## config.mk

```make
export PLATFORM = sky130hd
export DESIGN_NAME = cht_ram
export DESIGN_NICKNAME = d
export VERILOG_FILES = /design/src/hw/rtl/cht_ram.sv
export SDC_FILE = /design/constraint.sdc
export NUM_CORES = 1
export LEC_CHECK = 0
export BUFFER_PORTS_ARGS = -buffer_cell sky130_fd_sc_hd__buf_2
export CAP_MARGIN = 20
export CORE_MARGIN = 3
export CORE_UTILIZATION = 30
export DETAILED_ROUTE_END_ITERATION = 8
export SLEW_MARGIN = 25
export SYNTH_ARGS = -nofsm -noshare
export SYNTH_HDL_FRONTEND = slang
export SYNTH_SLANG_ARGS = --single-unit
```

## constraint.sdc

```tcl
create_clock -name clk_i -period 1.86 [get_ports clk_i]
set_input_delay 0.372 -clock clk_i [delete_from_list [all_inputs] [get_ports clk_i]]
set_output_delay 0.372 -clock clk_i [all_outputs]
set_load 0.02 [all_outputs]
```

## src/hw/rtl/cht_ram.sv

```systemverilog
// Generic single-port-write, single-port-read RAM with registered read.
`default_nettype none

module cht_ram #(
  parameter int WIDTH = 8,
  parameter int DEPTH = 16
) (
  input  wire logic                     clk_i,
  input  wire logic                     wr_en_i,
  input  wire logic [$clog2(DEPTH)-1:0] wr_addr_i,
  input  wire logic [WIDTH-1:0]         wr_data_i,
  input  wire logic [$clog2(DEPTH)-1:0] rd_addr_i,
  output logic      [WIDTH-1:0]         rd_data_o
);

  logic [WIDTH-1:0] mem_q [DEPTH];

  always_ff @(posedge clk_i) begin
    if (wr_en_i) begin
      mem_q[wr_addr_i] <= wr_data_i;
    end
    rd_data_o <= mem_q[rd_addr_i];
  end

endmodule

`default_nettype wire

```

## Word-level counts from Yosys, hierarchy flattened

Memory sizes are Yosys's and may differ from the RTL's. A register that Yosys moved wholly into a read port is not among the register bits.
Index checks and enable logic that the tools add are counted.

- Latch bits: 0
- Input bits: 18
- ROM bits: 0
- Memories: 1
- RAM bits: 128
- Flip-flop bits (word level): 0

Memory list:

| name | depth | width | rd ports | clocked after Yosys merged registers in | wr ports | line | source |
|---|---|---|---|---|---|---|---|
| mem_q | 16 | 8 | 1 | 1 | 1 | 16 | `logic [WIDTH-1:0] mem_q [DEPTH];` |

- $add $sub $neg: 0
- Shifts and indexed selects: 0
- Muxes and demuxes: 2
- Bitwise gates (word level): 0
- Magnitude comparators: 0
- $mul: 0
- Reduce and logical (&&, ||, !) cells: 0
- Equality and inequality tests: 0
- Div/mod/pow operators: 0

Operator list:

| operator | count |
|---|---|
| $mux W1 | 2 |

## Depth between registers and ports, before layout

Gate-level depths: netlist of the first run.

- Depth after elaboration: 2
- Depth in mapped cells: 5
- Mapped depth without buffers: 3

## Worst setup path after synthesis of the first run

No wires, ideal clock.

- Path kind: in2reg
- From: input wr_addr_i[2]
- To: memory mem_q[0][0], enable pin
- Setup slack: -5 ps
- Setup time: 383 ps
- Buffers on the path: 0
- Stages: 2
- Data required time: 1477 ps
- Arrival time: 1482 ps
- Cells stage by stage: or3b_2 -> nor3_1

RTL lines:

| what | line | source |
|---|---|---|
| start: declaration | 10 | `input wire logic [$clog2(DEPTH)-1:0] wr_addr_i,` |
| end: declaration | 16 |  |

Straight into the memory's write port.

## Final worst setup path of the first run

- From: register rd_data_o[4] (read register of mem_q)
- To: output rd_data_o[4]

RTL lines:

| what | line | source |
|---|---|---|
| start: declaration | 13 | `output logic [WIDTH-1:0] rd_data_o` |

No word-level cell between the ends.

==> results of run 1 <==
synthesized netlist by cell type (2+ instances only):
master | count | area [µm²]
nor2_1 | 13 | 48.8
edfxtp_1 | 128 | 3840
nand2_1 | 9 | 33.8
mux4_1 | 14 | 368
mux4_2 | 18 | 405
clkdlybuf4s25_2 | 3 | 30.0
nor3_1 | 4 | 20.0
dfxtp_1 | 8 | 160
nand2b_1 | 2 | 12.5
buf_2 | 3 | 15.0
a22oi_1 | 16 | 120
buf_6 | 3 | 33.8
nand3b_1 | 2 | 15.0
path summary, 6_finish.rpt:
| check | from | end | slack [ps] |
|---|---|---|---|
| setup reg to reg | mem_q[0][2]$_DFFE_PP_ | rd_data_o[2]$_DFF_P_ | 530 |
| hold reg to reg | mem_q[12][1]$_DFFE_PP_ | rd_data_o[1]$_DFF_P_ | 660 |
| setup / recovery | rd_data_o[4]$_DFF_P_ | rd_data_o[4] | 520 |
| hold / removal | wr_data_i[3] | mem_q[12][3]$_DFFE_PP_ | 340 |
report_power, final:
part | leakage [nW] | switching (mW) | internal, mW
registers | 1.22 | 0.0216 | 3.43
logic | 0.586 | 0.202 | 0.141
clock network | 0.282 | 1.12 | 2.05
metal layers:
metal	share of wire [%]	vias up
met3	4.8	14
li1	-	1079
met5	0	-
met1	47	1288
met2	47	67
met4	1.7	0
cell families (layout without fill, tap and decap cells):
family,Yosys count,after routing
flip-flops,136,136
multiplexers,32,32
AO/OA/AOI/OAI,16,16
AND/OR/NAND/NOR,35,35
buffers and inverters,10,76
through the flow:
stage                     setup slack [ps]  area, µm²
after detailed placement              93.7       5650
after CTS                              461       6220
after global routing                   444       6220
final                                  516       6220
after floorplan                        222       5150
after global placement                85.8       5650
state kept, by name, indices dropped and copies added (netlist names):
name,count
rd_data_o,8
mem_q,128
final cells by class:
type                       instances  area [µm²]  area share [%]
clock buffer                      29         531            8.53
clock inverter                     3        40.0           0.644
multi-input combinational         83        1060            17.1
sequential                       136        4000            64.4
tap                              220         275            4.43
timing repair buffer              44         305            4.91
==> flow_metrics.tcl, run 1 <==
set metrics [dict create \
    r2r.worst_path.cells 3 \
    overflow 0 \
    dominantRegCellSynth "edfxtp_1" \
    grt_antenna_before_repair 0 \
    grt_first_pass_wirelength_um 15900 \
    routed_wire_length_um 10700 \
    utilization_pct 37.2 \
    layout.cells.most_common_list "edfxtp_1 (128), buf_2 (25), mux4_2 (18)" \
    top_usage_layer "met2" \
    worst_ep_arrival_time_ps 970 \
    syn-cell-area_mm2 0.00515 \
    cp-end-kind "output port" \
    slowest_delay_ps 370 \
    clkSlewWorstSetupHoldPaths_ps 50 \
    clkLatencyLatePin_ps 410 \
    synth_compound_gate_area_share_pct 2.33 \
    async_reset_ff_share_pct 0 \
    synth_seq_cells 136 \
    detailroute.via_count 2448 \
    worst_slew_pin_slew_ps 896 \
    clock_tree.buffer_depth 2 \
    vias_per_cell 4.75 \
    num-fill-cells 1545 \
    setup_viol 0 \
    clock_period_minus_worst_slack_ps 1340 \
    fp.dieW_um 137 \
    clock-skew-final_ps 6.06 \
    hold_depth 1 \
    placed_cells 483 \
    globalplace.congestion 0.691 \
    layout.cells.most_common "edfxtp_1" \
    final_hold_viol_count 0 \
    worst-endpoint-required_ps 1490 \
    yosys_warnings 0 \
    drc 0 \
    htree_num_levels 4 \
    synth_top_family_by_area "multiplexers" \
    cts.root.buffer_cell "clkbuf_16" \
    layout.cells.non_filler 515 \
    critPathSlowestCell "dfxtp_1" \
    gate_count_of_the_mapped_netlist 229 \
    1st_pass_router_iterations 4 \
    tns_ps 0 \
    synth_xor_xnor_area_share_pct 0 \
    first_iter_violations 233 \
    groute.usage.overall_pct 12.4 \
    total_power_mw 6.96 \
    dp_hpwl_um 6520 \
    worstPathBufferInverterCount 1 \
    cts.repair.resized 0 \
    setup.worst_path.class "reg -> out" \
    maxSlewViolCount 0 \
    synthesis.nets 247 \
    worstPathMaxFanout 1 \
    cp_cell_sequence "buf_2" \
    synth_simple_gate_area_share_pct 3.18 \
    number_of_synthesized_flops_with_an_enable_pin 128 \
    finalHoldWorstSlack_ps 337 \
    outcome "completed" \
    cts_inserted_buffers 17 \
    design.die.area_mm2 0.0188 \
    globalRouteMet3Util_pct 3.86 \
    antenna_cells 0 \
    tritoncts "done" \
    pin_count 26 \
    power.leakage_nw 2.09 \
    design.core.area_mm2 0.0167 \
    drtAntennaViolNets 0 \
    maximum_resistive_drop_on_vdd_v 0.000658 \
    finalNetCount 300 \
    portBuffers 25 \
    powerDensity_mw_per_mm2 1120 \
    drive_above_1_share_pct 30.5 \
    synth_sequential_area_ratio_pct 77.8 \
    pin_count_of_the_biggest_net_entering_global_routing 33 \
    global_route.usage.met2_pct 18.0 \
    rsz0062_at_grt "false" \
    crit_cells 1 \
    post_cts_hold_buffer_count 0 \
    via_count_of_the_first_global_routing_pass 2518 \
    max_cap_violations 0 \
    fraction_of_synthesized_area_in_multiplexers_pct 15.0 \
    fmax_ghz 0.744 \
    synthToLayoutAreaGrowth_pct 20.8 \
    rows 47 \
    post_synth.cell_area_avg_um2 22.5 \
    yosysUniqueCellTypes 19 \
    die_y_um 137 \
    synth_area_in_adders_pct 0 \
    fin_crit_sh_pct 72.3 \
    wire_per_inst_um 20.8 \
    cts_setup_buffers 0 \
    worst_slew_margin_rel_pct 40.2 \
    critPathTopFamily "flip-flops" \
    initial_utilization_pct 30.8 \
    grt_use_met1_pct 17.4 \
    clock_sink_count 136 \
    hold_path_class "in -> reg" \
    cp_startpoint_kind "flip-flop" \
]
No activity file was read; power rests on OpenSTA's default activity.
==> run 2: changes to the inputs <==
Clock period 1.86 ns to 1.3 ns, I/O delays scaled along.
==> run 2 against run 1 <==
  * Cell area rose by 4.1%
  * Cell count rose by 2.9%
  * Register-to-register slack got worse by 500 ps
  * Combinational power rose by 64%
  * Critical endpoint is now rd_data_o[0]$_DFF_P_
  * Highest routed layer is now met5
  * Largest power group unchanged
==> flow_metrics.tcl, run 2 (synthesis results as in run 1) <==
set metrics [dict create \
    outcome "completed" \
    critPathSlowestCell "mux4_2" \
    drtAntennaViolNets 0 \
    finalNetCount 315 \
    wire_per_inst_um 19.5 \
    rows 47 \
    final_hold_viol_count 0 \
    clkLatencyLatePin_ps 410 \
    cts_inserted_buffers 17 \
    clock-skew-final_ps 6.11 \
    postPlaceCellArea_mm2 0.00584 \
    pin_count_of_the_biggest_net_entering_global_routing 21 \
    biggestRegsByFlops "mem_q: 128 flops, rd_data_o: 8 flops" \
    design.core.area_mm2 0.0167 \
    area_of_all_placed_cells_without_fillers_mm2 0.00647 \
    globalplace.congestion 0.698 \
    worst_ep_arrival_time_ps 1560 \
    1st_pass_router_iterations 4 \
    grt_first_pass_wirelength_um 15600 \
    slowest_delay_ps 470 \
    cp_startpoint_kind "flip-flop" \
    maxSlewViolCount 0 \
    power.leakage_nw 2.17 \
    cts.root.buffer_cell "clkbuf_16" \
    worst_slew_pin_slew_ps 897 \
    detailroute.via_count 2447 \
    drive_above_1_share_pct 42.3 \
    design.die.area_mm2 0.0188 \
    antenna_cells 0 \
    setup_viol 0 \
    clock_tree.buffer_depth 2 \
    clkSlewWorstSetupHoldPaths_ps 50 \
    grt_antenna_before_repair 1 \
    pin_count 26 \
    first_iter_violations 222 \
    initial_utilization_pct 30.8 \
    powerDensity_mw_per_mm2 1610 \
    vias_per_cell 4.62 \
    r2r.worst_path.cells 3 \
    hold_path_class "in -> reg" \
    layout.cells.most_common "edfxtp_1" \
    maximum_resistive_drop_on_vdd_v 0.000892 \
    worstPathMaxFanout 1 \
    layout.cells.non_filler 530 \
    synthToLayoutAreaGrowth_pct 25.7 \
    worst_slew_margin_rel_pct 40.1 \
    cp_cell_sequence "mux4_2 > a22oi_2 > nand2_1" \
    via_count_of_the_first_global_routing_pass 2596 \
    setup.worst_path.class "reg -> reg" \
    rsz0062_at_grt "true" \
    drc 0 \
    groute.usage.overall_pct 12.0 \
    finalHoldWorstSlack_ps 237 \
    tritoncts "done" \
    htree_num_levels 4 \
    max_cap_violations 0 \
    routed_wire_length_um 10400 \
    portBuffers 25 \
    clock_sink_count 136 \
    layout.cells.most_common_list "edfxtp_1 (128), mux4_2 (30), buf_2 (25)" \
    worst-endpoint-required_ps 1590 \
    hold_depth 1 \
    placed_cells 498 \
    fmax_ghz 0.787 \
    dp_slack_ps -383 \
    cp-end-kind "flip-flop" \
    fp.dieW_um 137 \
    tns_ps 0 \
    fin_crit_sh_pct 97.8 \
    die_y_um 137 \
    clock_period_minus_worst_slack_ps 1270 \
    largest-register "mem_q" \
    setup_ws_ps 28.8 \
    post_cts_hold_buffer_count 0 \
    overflow 0 \
    largest_register_ff_count 128 \
    dp_hpwl_um 6870 \
]
==> run 2: changes by cell type in the layout (fill, tap and decap cells not counted), sizes merged <==
cell | previous run | this run
clkbuf | 29 | 22
buf | 44 | 59
clkinv | 2 | 6
bufinv | 1 | 4
==> run 2: power breakdown <==
part / internal, mW / leakage, nW / switching [mW]
clock network: 3.29 / 0.307 / 1.62
registers: 4.91 / 1.22 / 0.0322
logic: 0.258 / 0.643 / 0.306
==> run 2: per-layer routing <==
layer / wire, µm / up-vias / share of wire [%] / global-route usage, %
met5: 8 / - / 0.077 / 0
met4: 191 / 2 / 1.8 / 5.27
met3: 646 / 17 / 6.2 / 3.86
met2: 5090 / 63 / 49 / 18.5
met1: 4410 / 1266 / 43 / 15.6
li1: - / 1099 / - / -
==> run 2: stage by stage <==
stage | power [mW] | util [%]
after floorplan | 5.33 | -
after global placement | 5.58 | 34.9
after detailed placement | 5.60 | 34.9
after CTS | 10.5 | 38.7
after global routing | 10.7 | 38.8
final | 10.4 | 38.8
==> run 2: final timing paths <==
| kind | slack [ps] | to | start |
|---|---|---|---|
| max reg2reg | 30 | rd_data_o[0]$_DFF_P_ | mem_q[0][0]$_DFFE_PP_ |
| max | 30 | rd_data_o[0]$_DFF_P_ | mem_q[0][0]$_DFFE_PP_ |
| min reg2reg | 680 | rd_data_o[2]$_DFF_P_ | mem_q[7][2]$_DFFE_PP_ |
| min | 240 | mem_q[11][5]$_DFFE_PP_ | wr_data_i[5] |
==> run 2: worst max-delay path, delay by kind of cell, from the launching register on <==
| kind | cells | cell delay [ps] |
|---|---|---|
| and+or+nand+nor | 1 | 100 |
| DFF | 1 | 370 |
| muxes | 1 | 470 |
| AOI/OAI and AO/OA | 1 | 210 |
==> run 2: timing repair <==
item / 4_1_cts / 5_1_grt
setup endpoints to repair: 3 / 7
pin swaps: 1 / 0
resized for setup: 4 / 2
setup buffers: 0 / 0
==> run 2: area by class of cell <==
class / count / area (µm²)
fillers: 1514 / 10200
flip-flops and latches: 136 / 4000
multi-input cells: 83 / 1070
repair buffers: 59 / 505
clock buffers: 22 / 464
well taps: 220 / 275
clock inverters: 10 / 150
==> run 3: changes to the inputs <==
Settings changed: ABC_CLOCK_PERIOD_IN_PS from default to 1300, CTS_BUF_LIST from default to sky130_fd_sc_hd__clkbuf_8.
==> run 3 against run 2 <==
  * Register-to-register slack hardly changed
  * First-iteration DRC count did not move
  * Routed wire length fell by 1.3%
  * Critical path type unchanged
  * Largest power group unchanged
==> flow_metrics.tcl, run 3 (synthesis results as in run 1) <==
set metrics [dict create \
    pin_count_of_the_biggest_net_entering_global_routing 21 \
    final_hold_viol_count 0 \
    clock_sink_count 136 \
    cts_inserted_buffers 17 \
    fp.dieW_um 137 \
    drive_above_1_share_pct 41.9 \
    rows 47 \
    dp_hpwl_um 6870 \
    clock_period_minus_worst_slack_ps 1290 \
    critPathTopFamily "multiplexers" \
    layout.cells.most_common "edfxtp_1" \
    utilization_pct 37.6 \
    cts.root.buffer_cell "clkbuf_8" \
    worst_slew_pin_slew_ps 879 \
    worstPathBufferInverterCount 0 \
    hold_path_class "in -> reg" \
    fin_crit_sh_pct 98.9 \
    layout.cells.most_common_list "edfxtp_1 (128), mux4_2 (30), buf_4 (25)" \
    worstPathMaxFanout 1 \
    die_y_um 137 \
    power.combinational.fraction_pct 6.2 \
    clock_tree.buffer_depth 2 \
    design.die.area_mm2 0.0188 \
    cp_cell_sequence "mux4_2 > a22oi_2 > nand2_1" \
    powerDensity_mw_per_mm2 1450 \
    p_sw_share_pct 19.7 \
    initial_utilization_pct 30.8 \
    worst_slew_margin_rel_pct 41.3 \
    clkLatencyLatePin_ps 420 \
    overflow 0 \
    largest_register_ff_count 128 \
    groute.usage.overall_pct 11.8 \
    clock-skew-final_ps 8.72 \
    power.clock.fraction_pct 39.6 \
    fmax_ghz 0.778 \
    synthToLayoutAreaGrowth_pct 22.0 \
    vias_per_cell 4.58 \
    power.leakage_nw 2.10 \
    slowest_delay_ps 470 \
    finalNetCount 315 \
    rsz0062_at_grt "true" \
    cp-end-kind "flip-flop" \
    maximum_resistive_drop_on_vdd_v 0.000630 \
    globalplace.congestion 0.698 \
    detailroute.via_count 2425 \
    first_iter_violations 222 \
    cts_setup_buffers 0 \
    setup.worst_path.class "reg -> reg" \
    biggestRegsByFlops "mem_q: 128 flops, rd_data_o: 8 flops" \
    pin_count 26 \
    maxSlewViolCount 0 \
    drc 0 \
    critPathSlowestCell "mux4_2" \
    largest-register "mem_q" \
    routed_wire_length_um 10200 \
    switching_power_mw 1.79 \
    outcome "completed" \
    grt_first_pass_wirelength_um 15400 \
    num-fill-cells 1539 \
    tritoncts "done" \
    worst-endpoint-required_ps 1600 \
    max_cap_violations 0 \
    design.core.area_mm2 0.0167 \
    htree_num_levels 4 \
    antenna_cells 0 \
    1st_pass_router_iterations 4 \
    portBuffers 25 \
    drtAntennaViolNets 0 \
    wire_per_inst_um 19.3 \
    worst_ep_arrival_time_ps 1580 \
    p_int_mw 7.31 \
    clkSlewWorstSetupHoldPaths_ps 70 \
    total_power_mw 9.10 \
    setup_viol 0 \
    via_count_of_the_first_global_routing_pass 2601 \
    sequentialPowerShare_pct 54.2 \
    cp_startpoint_kind "flip-flop" \
    grt_antenna_before_repair 1 \
]
-- run 3: worst paths after layout --
check                                 to  cells past startpoint  slack (ps)                  start
hold reg to reg     rd_data_o[2]$_DFF_P_                      3         680  mem_q[4][2]$_DFFE_PP_
setup reg to reg    rd_data_o[0]$_DFF_P_                      3          10  mem_q[0][0]$_DFFE_PP_
hold / removal    mem_q[12][6]$_DFFE_PP_                      1         220           wr_data_i[6]
setup / recovery    rd_data_o[0]$_DFF_P_                      3          10  mem_q[0][0]$_DFFE_PP_
-- run 3: worst register-to-register path, cell delays in order, from the launching register on --
cell and delay (ps):
edfxtp_1 380, mux4_2 470, a22oi_2 210, nand2_1 100
-- run 3: through the flow --
| step | setup slack (ps) | cell area, µm² | hold WS, ps | setup TNS, ps | std cells |
|---|---|---|---|---|---|
| floorplan | -63.0 | 5180 | 359 | -690 | 229 |
| global placement | -393 | 5840 | 645 | -10920 | 498 |
| detailed placement | -383 | 5840 | 660 | -12380 | 498 |
| CTS | -5.12 | 6270 | 193 | -5.12 | 530 |
| global route | -42.6 | 6280 | 202 | -129 | 530 |
| finish | 14.9 | 6280 | 224 | 0 | 530 |
-- run 3: power by group through the flow --
stage                     clock [mW]  combinational, mW  sequential [mW]
after floorplan                    0              0.274             5.05
after global placement             0              0.554             5.02
after detailed placement           0              0.566             5.03
after CTS                       3.69              0.573             4.93
after global routing            3.86              0.613             4.94
final                           3.61              0.563             4.93
-- run 3: cell type report --
cell class | instances | area, µm² | area share [%]
Clock buffer | 19 | 262 | 4.17
Multi-Input combinational cell | 83 | 1070 | 17.0
Sequential cell | 136 | 4000 | 63.8
Timing Repair Buffer | 59 | 508 | 8.09
Clock inverter | 13 | 161 | 2.57
Tap cell | 220 | 275 | 4.38
-- run 3: repair_timing --
action	CTS	global route
setup endpoints to repair	3	7
gates resized for setup	4	2
hold buffers	0	0
pin swaps	2	0
gates cloned	0	0
hold endpoints to repair	0	0
-- run 3: layer usage --
layer | share of wire (%) | vias to the layer above | track usage [%]
met1 | 41 | 1249 | 15.3
met2 | 50 | 67 | 18.5
met5 | 0.078 | - | 0
li1 | - | 1093 | -
met3 | 7.4 | 14 | 3.86
met4 | 1.4 | 2 | 4.38
